<file path="config.mk">
export PLATFORM = sky130hd
export DESIGN_NAME = rgb_pixel_blend_unit
export DESIGN_NICKNAME = d
export VERILOG_FILES = /design/src/hdl/rpb_pkg.sv /design/src/hdl/rpb_cfg_regs.sv /design/src/hdl/rpb_channel.sv /design/src/hdl/rgb_pixel_blend_unit.sv
export SDC_FILE = /design/constraint.sdc
export NUM_CORES = 2
export LEC_CHECK = 0
export ABC_AREA = 1
export BUFFER_PORTS_ARGS = -buffer_cell sky130_fd_sc_hd__buf_4
export CORE_ASPECT_RATIO = 0.75
export CORE_MARGIN = 2
export CORE_UTILIZATION = 40
export CTS_BUF_LIST = sky130_fd_sc_hd__clkbuf_16
export DETAILED_ROUTE_END_ITERATION = 10
export GPL_ROUTABILITY_DRIVEN = 0
export GPL_TIMING_DRIVEN = 0
export PLACE_DENSITY = 0.61
export RECOVER_POWER = 100
export SLEW_MARGIN = 10
export SYNTH_ARGS = -nofsm -noshare
export SYNTH_HDL_FRONTEND = slang
export SYNTH_SLANG_ARGS = --single-unit
</file>
<file path="constraint.sdc">
create_clock -name clk -period 12.5 [get_ports clk]
set_input_delay 1.25 -clock clk [delete_from_list [all_inputs] [get_ports clk]]
set_output_delay 1.25 -clock clk [all_outputs]
set_load 0.05 [all_outputs]
</file>
<file path="src/hdl/rpb_pkg.sv">
package rpb_pkg;

    // Pixel channel width
    localparam int PIX_W = 8;

    // Blend mode codes
    localparam logic [2:0] MODE_MULTIPLY = 3'd0;
    localparam logic [2:0] MODE_SCREEN   = 3'd1;
    localparam logic [2:0] MODE_OVERLAY  = 3'd2;
    localparam logic [2:0] MODE_SUBTRACT = 3'd3;
    localparam logic [2:0] MODE_ADD      = 3'd4;
    localparam logic [2:0] MODE_SCALE    = 3'd5;

    // Channel codes
    localparam logic [1:0] CH_BLUE  = 2'd0;
    localparam logic [1:0] CH_GREEN = 2'd1;
    localparam logic [1:0] CH_RED   = 2'd2;

    // Register indexes (byte address divided by four)
    localparam logic [1:0] REG_MODE    = 2'd0;
    localparam logic [1:0] REG_CHANNEL = 2'd1;
    localparam logic [1:0] REG_ADD     = 2'd2;
    localparam logic [1:0] REG_SCALE   = 2'd3;

    localparam int          ADDR_W      = 4;
    localparam logic [15:0] SCALE_RESET = 16'd256;

    // How the last stage forms a channel result
    localparam logic [1:0] KIND_DIRECT = 2'd0;
    localparam logic [1:0] KIND_Q      = 2'd1;
    localparam logic [1:0] KIND_INV_Q  = 2'd2;
    localparam logic [1:0] KIND_SCALE  = 2'd3;

    typedef struct packed {
        logic [2:0]  blend_mode;
        logic [1:0]  channel_select;
        logic [8:0]  add_amount;
        logic [15:0] scale_factor;
    } rpb_cfg_t;

    // Load enables of the four pipeline stages
    typedef struct packed {
        logic s1;
        logic s2;
        logic s3;
        logic s4;
    } rpb_stage_en_t;

endpackage

</file>
<file path="src/hdl/rpb_cfg_regs.sv">
module rpb_cfg_regs (
    input  logic                        clk,
    input  logic                        rst_n,
    input  logic                        psel,
    input  logic                        penable,
    input  logic                        pwrite,
    input  logic [rpb_pkg::ADDR_W-1:0]  paddr,
    input  logic [31:0]                 pwdata,
    output logic [31:0]                 prdata,
    output logic                        pready,
    output rpb_pkg::rpb_cfg_t           cfg
);

    rpb_pkg::rpb_cfg_t cfg_reg;
    rpb_pkg::rpb_cfg_t cfg_next;
    logic              wr_en;
    logic [1:0]        reg_idx;

    assign pready  = 1'b1;
    assign wr_en   = psel && penable && pwrite && pready;
    assign reg_idx = paddr[3:2];

    // Decode a write into the addressed register
    always_comb
    begin
        cfg_next = cfg_reg;
        if (wr_en)
        begin
            unique case (reg_idx)
                rpb_pkg::REG_MODE:    cfg_next.blend_mode     = pwdata[2:0];
                rpb_pkg::REG_CHANNEL: cfg_next.channel_select = pwdata[1:0];
                rpb_pkg::REG_ADD:     cfg_next.add_amount     = pwdata[8:0];
                rpb_pkg::REG_SCALE:   cfg_next.scale_factor   = pwdata[15:0];
            endcase
        end
    end

    always_ff @(posedge clk or negedge rst_n)
    begin
        if (!rst_n)
        begin
            cfg_reg.blend_mode     <= rpb_pkg::MODE_MULTIPLY;
            cfg_reg.channel_select <= rpb_pkg::CH_BLUE;
            cfg_reg.add_amount     <= 9'd0;
            cfg_reg.scale_factor   <= rpb_pkg::SCALE_RESET;
        end
        else
        begin
            cfg_reg <= cfg_next;
        end
    end

    // Read back the addressed register
    always_comb
    begin
        unique case (reg_idx)
            rpb_pkg::REG_MODE:    prdata = {29'd0, cfg_reg.blend_mode};
            rpb_pkg::REG_CHANNEL: prdata = {30'd0, cfg_reg.channel_select};
            rpb_pkg::REG_ADD:     prdata = {23'd0, cfg_reg.add_amount};
            rpb_pkg::REG_SCALE:   prdata = {16'd0, cfg_reg.scale_factor};
        endcase
    end

    assign cfg = cfg_reg;

endmodule

</file>
<file path="src/hdl/rpb_channel.sv">
module rpb_channel (
    input  logic                        clk,
    input  rpb_pkg::rpb_stage_en_t      en,
    input  rpb_pkg::rpb_cfg_t           cfg,
    input  logic [1:0]                  ch_id,
    input  logic [rpb_pkg::PIX_W-1:0]   top,
    input  logic [rpb_pkg::PIX_W-1:0]   bottom,
    output logic [rpb_pkg::PIX_W-1:0]   result
);

    // Stage 1: operands
    logic [7:0]  s1_a_reg,      s1_a_next;
    logic [15:0] s1_m_reg,      s1_m_next;
    logic        s1_dbl_reg,    s1_dbl_next;
    logic [1:0]  s1_kind_reg,   s1_kind_next;
    logic [7:0]  s1_direct_reg, s1_direct_next;

    // Stage 2: product
    logic [23:0] s2_prod_reg,   s2_prod_next;
    logic [1:0]  s2_kind_reg;
    logic [7:0]  s2_direct_reg;

    // Stage 3: quotient estimate and scaled value
    logic [17:0] s3_n_reg,      s3_n_next;
    logic [8:0]  s3_qe_reg,     s3_qe_next;
    logic [15:0] s3_sc_reg,     s3_sc_next;
    logic [1:0]  s3_kind_reg;
    logic [7:0]  s3_direct_reg;

    // Stage 4: channel result
    logic [7:0]  res_reg,       res_next;

    logic        sel;
    logic [7:0]  inv_t;
    logic [7:0]  inv_b;
    logic signed [9:0] add_sum;
    logic [23:0] prod;
    logic [25:0] n_x257;
    logic [23:0] sc_sum;
    logic [17:0] qe_x255;
    logic [17:0] rem;
    logic [8:0]  q;

    assign sel     = (cfg.channel_select == ch_id);
    assign inv_t   = 8'd255 - top;
    assign inv_b   = 8'd255 - bottom;
    assign add_sum = $signed({2'b00, top}) + $signed({cfg.add_amount[8], cfg.add_amount});

    // Pick multiplier operands and the way the result is formed
    always_comb
    begin
        s1_a_next      = top;
        s1_m_next      = {8'd0, bottom};
        s1_dbl_next    = 1'b0;
        s1_kind_next   = rpb_pkg::KIND_DIRECT;
        s1_direct_next = top;
        unique case (cfg.blend_mode)
            rpb_pkg::MODE_MULTIPLY:
            begin
                s1_kind_next = rpb_pkg::KIND_Q;
            end
            rpb_pkg::MODE_SCREEN:
            begin
                s1_a_next    = inv_t;
                s1_m_next    = {8'd0, inv_b};
                s1_kind_next = rpb_pkg::KIND_INV_Q;
            end
            rpb_pkg::MODE_OVERLAY:
            begin
                s1_dbl_next = 1'b1;
                if (!bottom[7])
                begin
                    s1_kind_next = rpb_pkg::KIND_Q;
                end
                else
                begin
                    s1_a_next    = inv_t;
                    s1_m_next    = {8'd0, inv_b};
                    s1_kind_next = rpb_pkg::KIND_INV_Q;
                end
            end
            rpb_pkg::MODE_SUBTRACT:
            begin
                s1_direct_next = (bottom >= top) ? (bottom - top) : 8'd0;
            end
            rpb_pkg::MODE_ADD:
            begin
                if (sel)
                begin
                    if (add_sum[9])
                        s1_direct_next = 8'd0;
                    else if (add_sum[8])
                        s1_direct_next = 8'd255;
                    else
                        s1_direct_next = add_sum[7:0];
                end
            end
            rpb_pkg::MODE_SCALE:
            begin
                if (sel)
                begin
                    s1_m_next    = cfg.scale_factor;
                    s1_kind_next = rpb_pkg::KIND_SCALE;
                end
            end
            default:
            begin
                s1_kind_next = rpb_pkg::KIND_DIRECT;
            end
        endcase
    end

    // Multiply, doubling for overlay
    assign prod         = s1_a_reg * s1_m_reg;
    assign s2_prod_next = s1_dbl_reg ? {prod[22:0], 1'b0} : prod;

    // Rounded quotient estimate by 255 and rounded Q8.8 scale
    assign s3_n_next  = s2_prod_reg[17:0] + 18'd127;
    assign n_x257     = {s3_n_next, 8'd0} + {8'd0, s3_n_next};
    assign s3_qe_next = n_x257[24:16];
    assign sc_sum     = s2_prod_reg + 24'd128;
    assign s3_sc_next = sc_sum[23:8];

    // Correct the estimate by one and form the result
    assign qe_x255 = {1'b0, s3_qe_reg, 8'd0} - {9'd0, s3_qe_reg};
    assign rem     = s3_n_reg - qe_x255;
    assign q       = s3_qe_reg + {8'd0, (rem >= 18'd255)};

    always_comb
    begin
        unique case (s3_kind_reg)
            rpb_pkg::KIND_DIRECT: res_next = s3_direct_reg;
            rpb_pkg::KIND_Q:      res_next = q[7:0];
            rpb_pkg::KIND_INV_Q:  res_next = 8'd255 - q[7:0];
            rpb_pkg::KIND_SCALE:  res_next = (|s3_sc_reg[15:8]) ? 8'd255 : s3_sc_reg[7:0];
        endcase
    end

    // Advance each stage on its load enable
    always_ff @(posedge clk)
    begin
        if (en.s1)
        begin
            s1_a_reg      <= s1_a_next;
            s1_m_reg      <= s1_m_next;
            s1_dbl_reg    <= s1_dbl_next;
            s1_kind_reg   <= s1_kind_next;
            s1_direct_reg <= s1_direct_next;
        end
        if (en.s2)
        begin
            s2_prod_reg   <= s2_prod_next;
            s2_kind_reg   <= s1_kind_reg;
            s2_direct_reg <= s1_direct_reg;
        end
        if (en.s3)
        begin
            s3_n_reg      <= s3_n_next;
            s3_qe_reg     <= s3_qe_next;
            s3_sc_reg     <= s3_sc_next;
            s3_kind_reg   <= s2_kind_reg;
            s3_direct_reg <= s2_direct_reg;
        end
        if (en.s4)
        begin
            res_reg <= res_next;
        end
    end

    assign result = res_reg;

endmodule

</file>
<file path="src/hdl/rgb_pixel_blend_unit.sv">
// Blend unit for 8-bit BGR pixels.
// Input stream s_axis_*: one item carries a top and a bottom pixel; output
// stream m_axis_*: one blended pixel per input item, in order.
// The APB port sets blend mode, channel select, add amount and scale factor
// at byte addresses 0, 4, 8 and 12; write it only while no item is in flight.
// The datapath is a four-stage pipeline per channel: operand select, multiply,
// divide-by-255 estimate, correction and result select. m_axis_tvalid rises
// once an accepted item has passed the operand, product and estimate registers
// into the output register; throughput is one item per cycle while not stalled.
// The final stage is the output register.
// Each stage holds its item while the next stage is full and stalled, so a
// stall on m_axis_tready fills empty stages first and then drops
// s_axis_tready; no item is lost or repeated.
// Reset clears the stage valid bits and sets the registers to multiply mode,
// blue channel, add amount zero and scale factor 1.0.
module rgb_pixel_blend_unit (
    input  logic                        clk,
    input  logic                        rst_n,
    input  logic                        s_axis_tvalid,
    output logic                        s_axis_tready,
    // top_blue, top_green, top_red, bottom_blue, bottom_green, bottom_red
    input  logic [47:0]                 s_axis_tdata,
    output logic                        m_axis_tvalid,
    input  logic                        m_axis_tready,
    // out_blue, out_green, out_red
    output logic [23:0]                 m_axis_tdata,
    input  logic                        psel,
    input  logic                        penable,
    input  logic                        pwrite,
    input  logic [rpb_pkg::ADDR_W-1:0]  paddr,
    input  logic [31:0]                 pwdata,
    output logic [31:0]                 prdata,
    output logic                        pready
);

    rpb_pkg::rpb_cfg_t      cfg;
    rpb_pkg::rpb_stage_en_t en;
    logic [3:0]             vld_reg;
    logic [3:0]             vld_next;

    rpb_cfg_regs u_cfg (
        .clk     (clk),
        .rst_n   (rst_n),
        .psel    (psel),
        .penable (penable),
        .pwrite  (pwrite),
        .paddr   (paddr),
        .pwdata  (pwdata),
        .prdata  (prdata),
        .pready  (pready),
        .cfg     (cfg)
    );

    // Load a stage when it is empty or its item moves on
    assign en.s4 = !vld_reg[3] || m_axis_tready;
    assign en.s3 = !vld_reg[2] || en.s4;
    assign en.s2 = !vld_reg[1] || en.s3;
    assign en.s1 = !vld_reg[0] || en.s2;

    assign vld_next[0] = en.s1 ? s_axis_tvalid : vld_reg[0];
    assign vld_next[1] = en.s2 ? vld_reg[0]    : vld_reg[1];
    assign vld_next[2] = en.s3 ? vld_reg[1]    : vld_reg[2];
    assign vld_next[3] = en.s4 ? vld_reg[2]    : vld_reg[3];

    always_ff @(posedge clk or negedge rst_n)
    begin
        if (!rst_n)
        begin
            vld_reg <= 4'd0;
        end
        else
        begin
            vld_reg <= vld_next;
        end
    end

    assign s_axis_tready = en.s1;
    assign m_axis_tvalid = vld_reg[3];

    // One datapath per color channel
    for (genvar g = 0; g < 3; g++)
    begin : g_ch
        rpb_channel u_ch (
            .clk    (clk),
            .en     (en),
            .cfg    (cfg),
            .ch_id  (2'(g)),
            .top    (s_axis_tdata[8*g +: 8]),
            .bottom (s_axis_tdata[24 + 8*g +: 8]),
            .result (m_axis_tdata[8*g +: 8])
        );
    end

endmodule

</file>
=== Word-level counts from Yosys, hierarchy flattened ===
Index checks and enable logic that the tools add are counted.
W data, S select, Z words.

* Flip-flop bits (word level): 422
* Bits of input ports: 91
* Output and inout bits: 59
* Word-level logic and storage cells: 185

* Add/subtract/negate cells: 33
* Multipliers: 3
* Order comparisons: 6
* Eq/ne operators: 19
* Muxes and demuxes: 50
* Reductions and logical operators: 23

{| class="wikitable"
|+ Operator list
! operator !! number
|-
| $mux W8 || 21
|-
| $pmux W16 S3 || 3
|-
| $pmux W32 S4 || 1
|-
| $pmux W8 S2 || 6
|-
| $pmux W8 S4 || 3
|-
| $add A25 B18 Y25 || 3
|-
| $add A24 B8 Y24 const B || 3
|-
| $mul A8 B16 Y24 || 3
|-
| $mux W24 || 3
|-
| $sub A8 B8 Y8 const A || 9
|-
| $add A18 B7 Y18 const B || 3
|-
| $ge A18 B8 Y1 const B || 3
|-
| $sub A17 B9 Y18 || 3
|-
| $sub A18 B18 Y18 || 3
|-
| $mux W16 || 3
|-
| $add A9 B9 Y10 || 3
|-
| $add A8 B1 Y8 || 3
|-
| $ge A8 B8 Y1 || 3
|-
| $pmux W2 S4 || 3
|-
| $reduce_or A8 Y1 || 3
|-
| $sub A8 B8 Y8 || 3
|-
| $eq A2 B2 Y1 const B || 9
|-
| $mux W2 || 6
|-
| $eq A2 B1 Y1 const B || 5
|-
| other kinds (10) || 26
|}

=== Logic depth before layout (Yosys ltp) ===
* Depth after elaboration: 6
* Depth in mapped cells: 26
* Mapped depth without buffers: 26

=== Modules after synthesis ===
Synthesis repeated with hierarchy kept, for this count alone.

* Cell total of the unflattened synthesis: 4822
* Area, all modules: 39633.0 um^2

{| class="wikitable"
|+ Modules (own cells, without submodules)
! module !! instances !! cells an instance !! area each (um^2) !! seq. area each (um^2)
|-
| rpb_channel (g_ch[0].u_ch) || 1 || 1627 || 12947.4 || 3903.7
|-
| rpb_channel (g_ch[2].u_ch) || 1 || 1523 || 12520.8 || 3903.7
|-
| rpb_channel (g_ch[1].u_ch) || 1 || 1444 || 12328.1 || 3903.7
|-
| rpb_cfg_regs || 1 || 209 || 1666.6 || 752.0
|-
| rgb_pixel_blend_unit || 1 || 19 || 170.2 || 100.1
|}

=== Worst setup path after synthesis ===
Ideal clock, no wire load.

* Path kind: input port to output port
* From: input port m_axis_tready
* To: output port s_axis_tready
* Arrival time: 7.892 ns
* Required time: 11.250 ns
* Slack: 3.358 ns
* Cell stages on the path: 6
* Path buffers: 0
* Cell sequence: nor2_1 -> inv_1 -> nor2_1 -> inv_1 -> nor2_1 -> nand2_1

{| class="wikitable"
|+ RTL lines
! element !! RTL line !! text
|-
| start: declaration || rgb_pixel_blend_unit.sv:24 || <nowiki>input logic m_axis_tready,</nowiki>
|-
| end: declaration || rgb_pixel_blend_unit.sv:20 || <nowiki>output logic s_axis_tready,</nowiki>
|}

==> impl_metrics.csv <==
group,metric,value,unit
outcome,status,"finished with violations",
outcome,violations,"max-capacitance violations, max-slew violations",
drt,drc_errors,0,
critical_path,r2r_start,"vld_reg[3]",
logic_synthesis,synth.distinct_cells,59,
clock_tree,cts_setup_buffers,0,
logic_synthesis,ys_ff_latch,422,
logic_synthesis,syn_inst,4622,
grt,grt_max_degree,91,
critical_path,crit_path_end_kind,"output pin",
critical_path,crit_fanout,89,
timing,hold_violations,0,
hold_path,min_path_cells,0,
place,dp_hpwl,86400,um
timing,finClkSkew,0.0391,ns
critical_path,critPathLaunchType,"input pin",
flow_run,cap_violations,4,
drt,wl_per_cell,17.5,um
drt,drt_iter0_markers,2850,
floorplanning,placementRows,98,
floorplanning,start_util,40.4,%
clock_tree,cts_made_buffers,48,
critical_path,cp_num_buf_inv,6,
clock_tree,htreeDepth,2,
timing,max_freq,0.112,GHz
critical_path,critical-path-slowest-cell,"clkbuf_1",
timing,fin_crit_sh,71.5,%
clock_tree,cts_root_buf,"clkbuf_16",
logic_synthesis,yosys.area.top_type,"edfxtp_1",
critical_path,worstPathRequired,11.25,ns
critical_path,crit_path_frequent_cell,"nor2_1",
clock_tree,path_clk_slew,0.06,ns
place,portBuffers,113,
cells_and_area,largest_reg_flops,72,
logic_synthesis,yosys.cell_count.top_type,"nand2_1",
timing,worstMarginPinSlew,4.99,ns
drt,postRouteAntennaNets,0,
floorplanning,coreArea,95400,um^2
timing,grt_setup_unrepaired,"false",
critical_path,startpoint,"m_axis_tready",
critical_path,cp_slowest_stage_delay,2.50,ns
timing,timing.final.ws_setup,3.56,ns
logic_synthesis,seq_area_frac_synth,32.4,%
hold_path,hp-class,"flip-flop to flip-flop",
floorplanning,die-area,98900,um^2
grt,grt_pass1_vias,30000,
grt,overflow,0,
floorplanning,io_pins,150,
critical_path,crit_type,"input pin to output pin",
critical_path,r2r_slack,5.45,ns
clock_tree,ctsHoldBuffers,0,
critical_path,worstPathArrival,7.69,ns
clock_tree,cts_tree,"yes",
clock_tree,cts_sinks,422,
hold_path,hold_end,"g_ch[2].u_ch.s3_kind_reg[0]",
grt,antenna_found_initial,3,
cells_and_area,area_growth,9.71,%
logic_synthesis,synth_top_area_share,30.2,%
timing,slew_headroom,-232,%
drt,dr_total_vias,31100,
timing,slew_viol_final,234,
clock_tree,clock_latency,0.63,ns
logic_synthesis,syn_area_per_cell,8.34,um^2
grt,gr-usage-all-layers,21.5,%
critical_path,crit_family,"buffers and inverters",
grt,grt_pass1_wl,168000,um
floorplanning,die_h,273,um
cells_and_area,layout-drive-gt1-share,4.01,%
drt,wl,106000,um
critical_path,crit_chain,"clkbuf_4 -> nor2_1 -> clkinv_1 -> nor2_1 -> inv_8 -> buf_16 -> nor2_1 -> nand2_1 -> clkbuf_1 -> buf_4",
logic_synthesis,yosysWarnings,0,
place,dp_slack,6.19,ns
logic_synthesis,synthTopCellsByArea,"edfxtp_1 (30%), fa_1 (14%), nand2_1 (11%)",
logic_synthesis,synthArstFlopShare,8.06,%
cells_and_area,layout.nets,5470,
clock_tree,clk_path_buf_depth,3,
logic_synthesis,synth_common_cells,"nand2_1 (1,120), inv_1 (847), edfxtp_1 (388)",
logic_synthesis,synth_edf_count,388,
timing,fin_crit,8.94,ns
logic_synthesis,synthesis.area,38500,um^2
logic_synthesis,synth_flop_cell,"edfxtp_1",
drt,first_pass_iters,8,
floorplanning,die_w,362,um
hold_path,min_from,"g_ch[2].u_ch.s2_kind_reg[0]",
drt,avgViaCountPerCell,5.11,
critical_path,r2r_end,"g_ch[1].u_ch.s2_direct_reg[0]",
timing,setup_viol,0,
critical_path,r2r_cells,9,
clock_tree,ctsResizeCount,0,
## through the flow
| step | hold slack (ns) | std cells | instance area [um^2] | utilization, % | TNS, ns |
|---|---|---|---|---|---|
| after floorplan | 0.400 | 4637 | 38600 | - | 0 |
| after detailed placement | 0.405 | 6003 | 41100 | 43.1 | 0 |
| after global routing | 0.420 | 6088 | 42300 | 44.3 | 0 |
| after global placement | 0.400 | 6000 | 41000 | 43.0 | -0.0329 |
| after CTS | 0.420 | 6088 | 42700 | 44.8 | 0 |
| final | 0.418 | 6089 | 42300 | 44.3 | 0 |
## how the worst max path moves through the flow
stage / depth (start not counted) / to
finish: 10 / s_axis_tready
floorplan: 6 / s_axis_tready
detailed placement: 10 / s_axis_tready
global route: 10 / s_axis_tready
global placement: 8 / s_axis_tready
CTS: 10 / s_axis_tready
## layer usage
layer	wire (um)	part of all wire, %	vias to the layer above	global-route usage, %
met1	50700	48	14600	32.0
met5	0	0	-	0
met2	44400	42	1106	32.1
li1	-	-	15200	-
met4	2790	2.6	0	5.74
met3	8370	7.9	165	3.83
## cells in the final DEF (no fill, tap or decap), types with 55 or more instances in the layout
master	Yosys	final
xnor2_1	54	55
xor2_1	151	153
o21ai_0	179	188
nand3_1	197	204
fa_1	261	261
a21oi_1	263	264
ha_1	315	315
nand4_1	56	56
clkbuf_1	128	178
buf_4	20	83
inv_1	847	858
nor2_1	240	257
nor3_1	62	69
edfxtp_1	388	388
nand2_1	1120	1125
## area by class of cell
cell class,instances,area (um^2)
diodes,1,2.50
plain buffers,155,653
clock buffers,48,1200
clock inverters,37,424
fillers,9440,53100
inverters,860,3240
multi-input cells,3200,22000
flip-flops and latches,422,12500
well taps,1250,1560
repair buffers,116,714
## cell families after synthesis
group	after synthesis	synth area share, %
simple gates	1802	20.0
buf+inv	1015	10.1
fa+ha+maj	576	23.8
compound gates	576	8.34
flops	422	32.4
xor+xnor	209	4.83
mux	20	0.519
other cells	2	0.0195
Power is left out: the tool's default activity adds up to more than one toggle a clock period on the data nets, which glitch-free logic cannot reach.
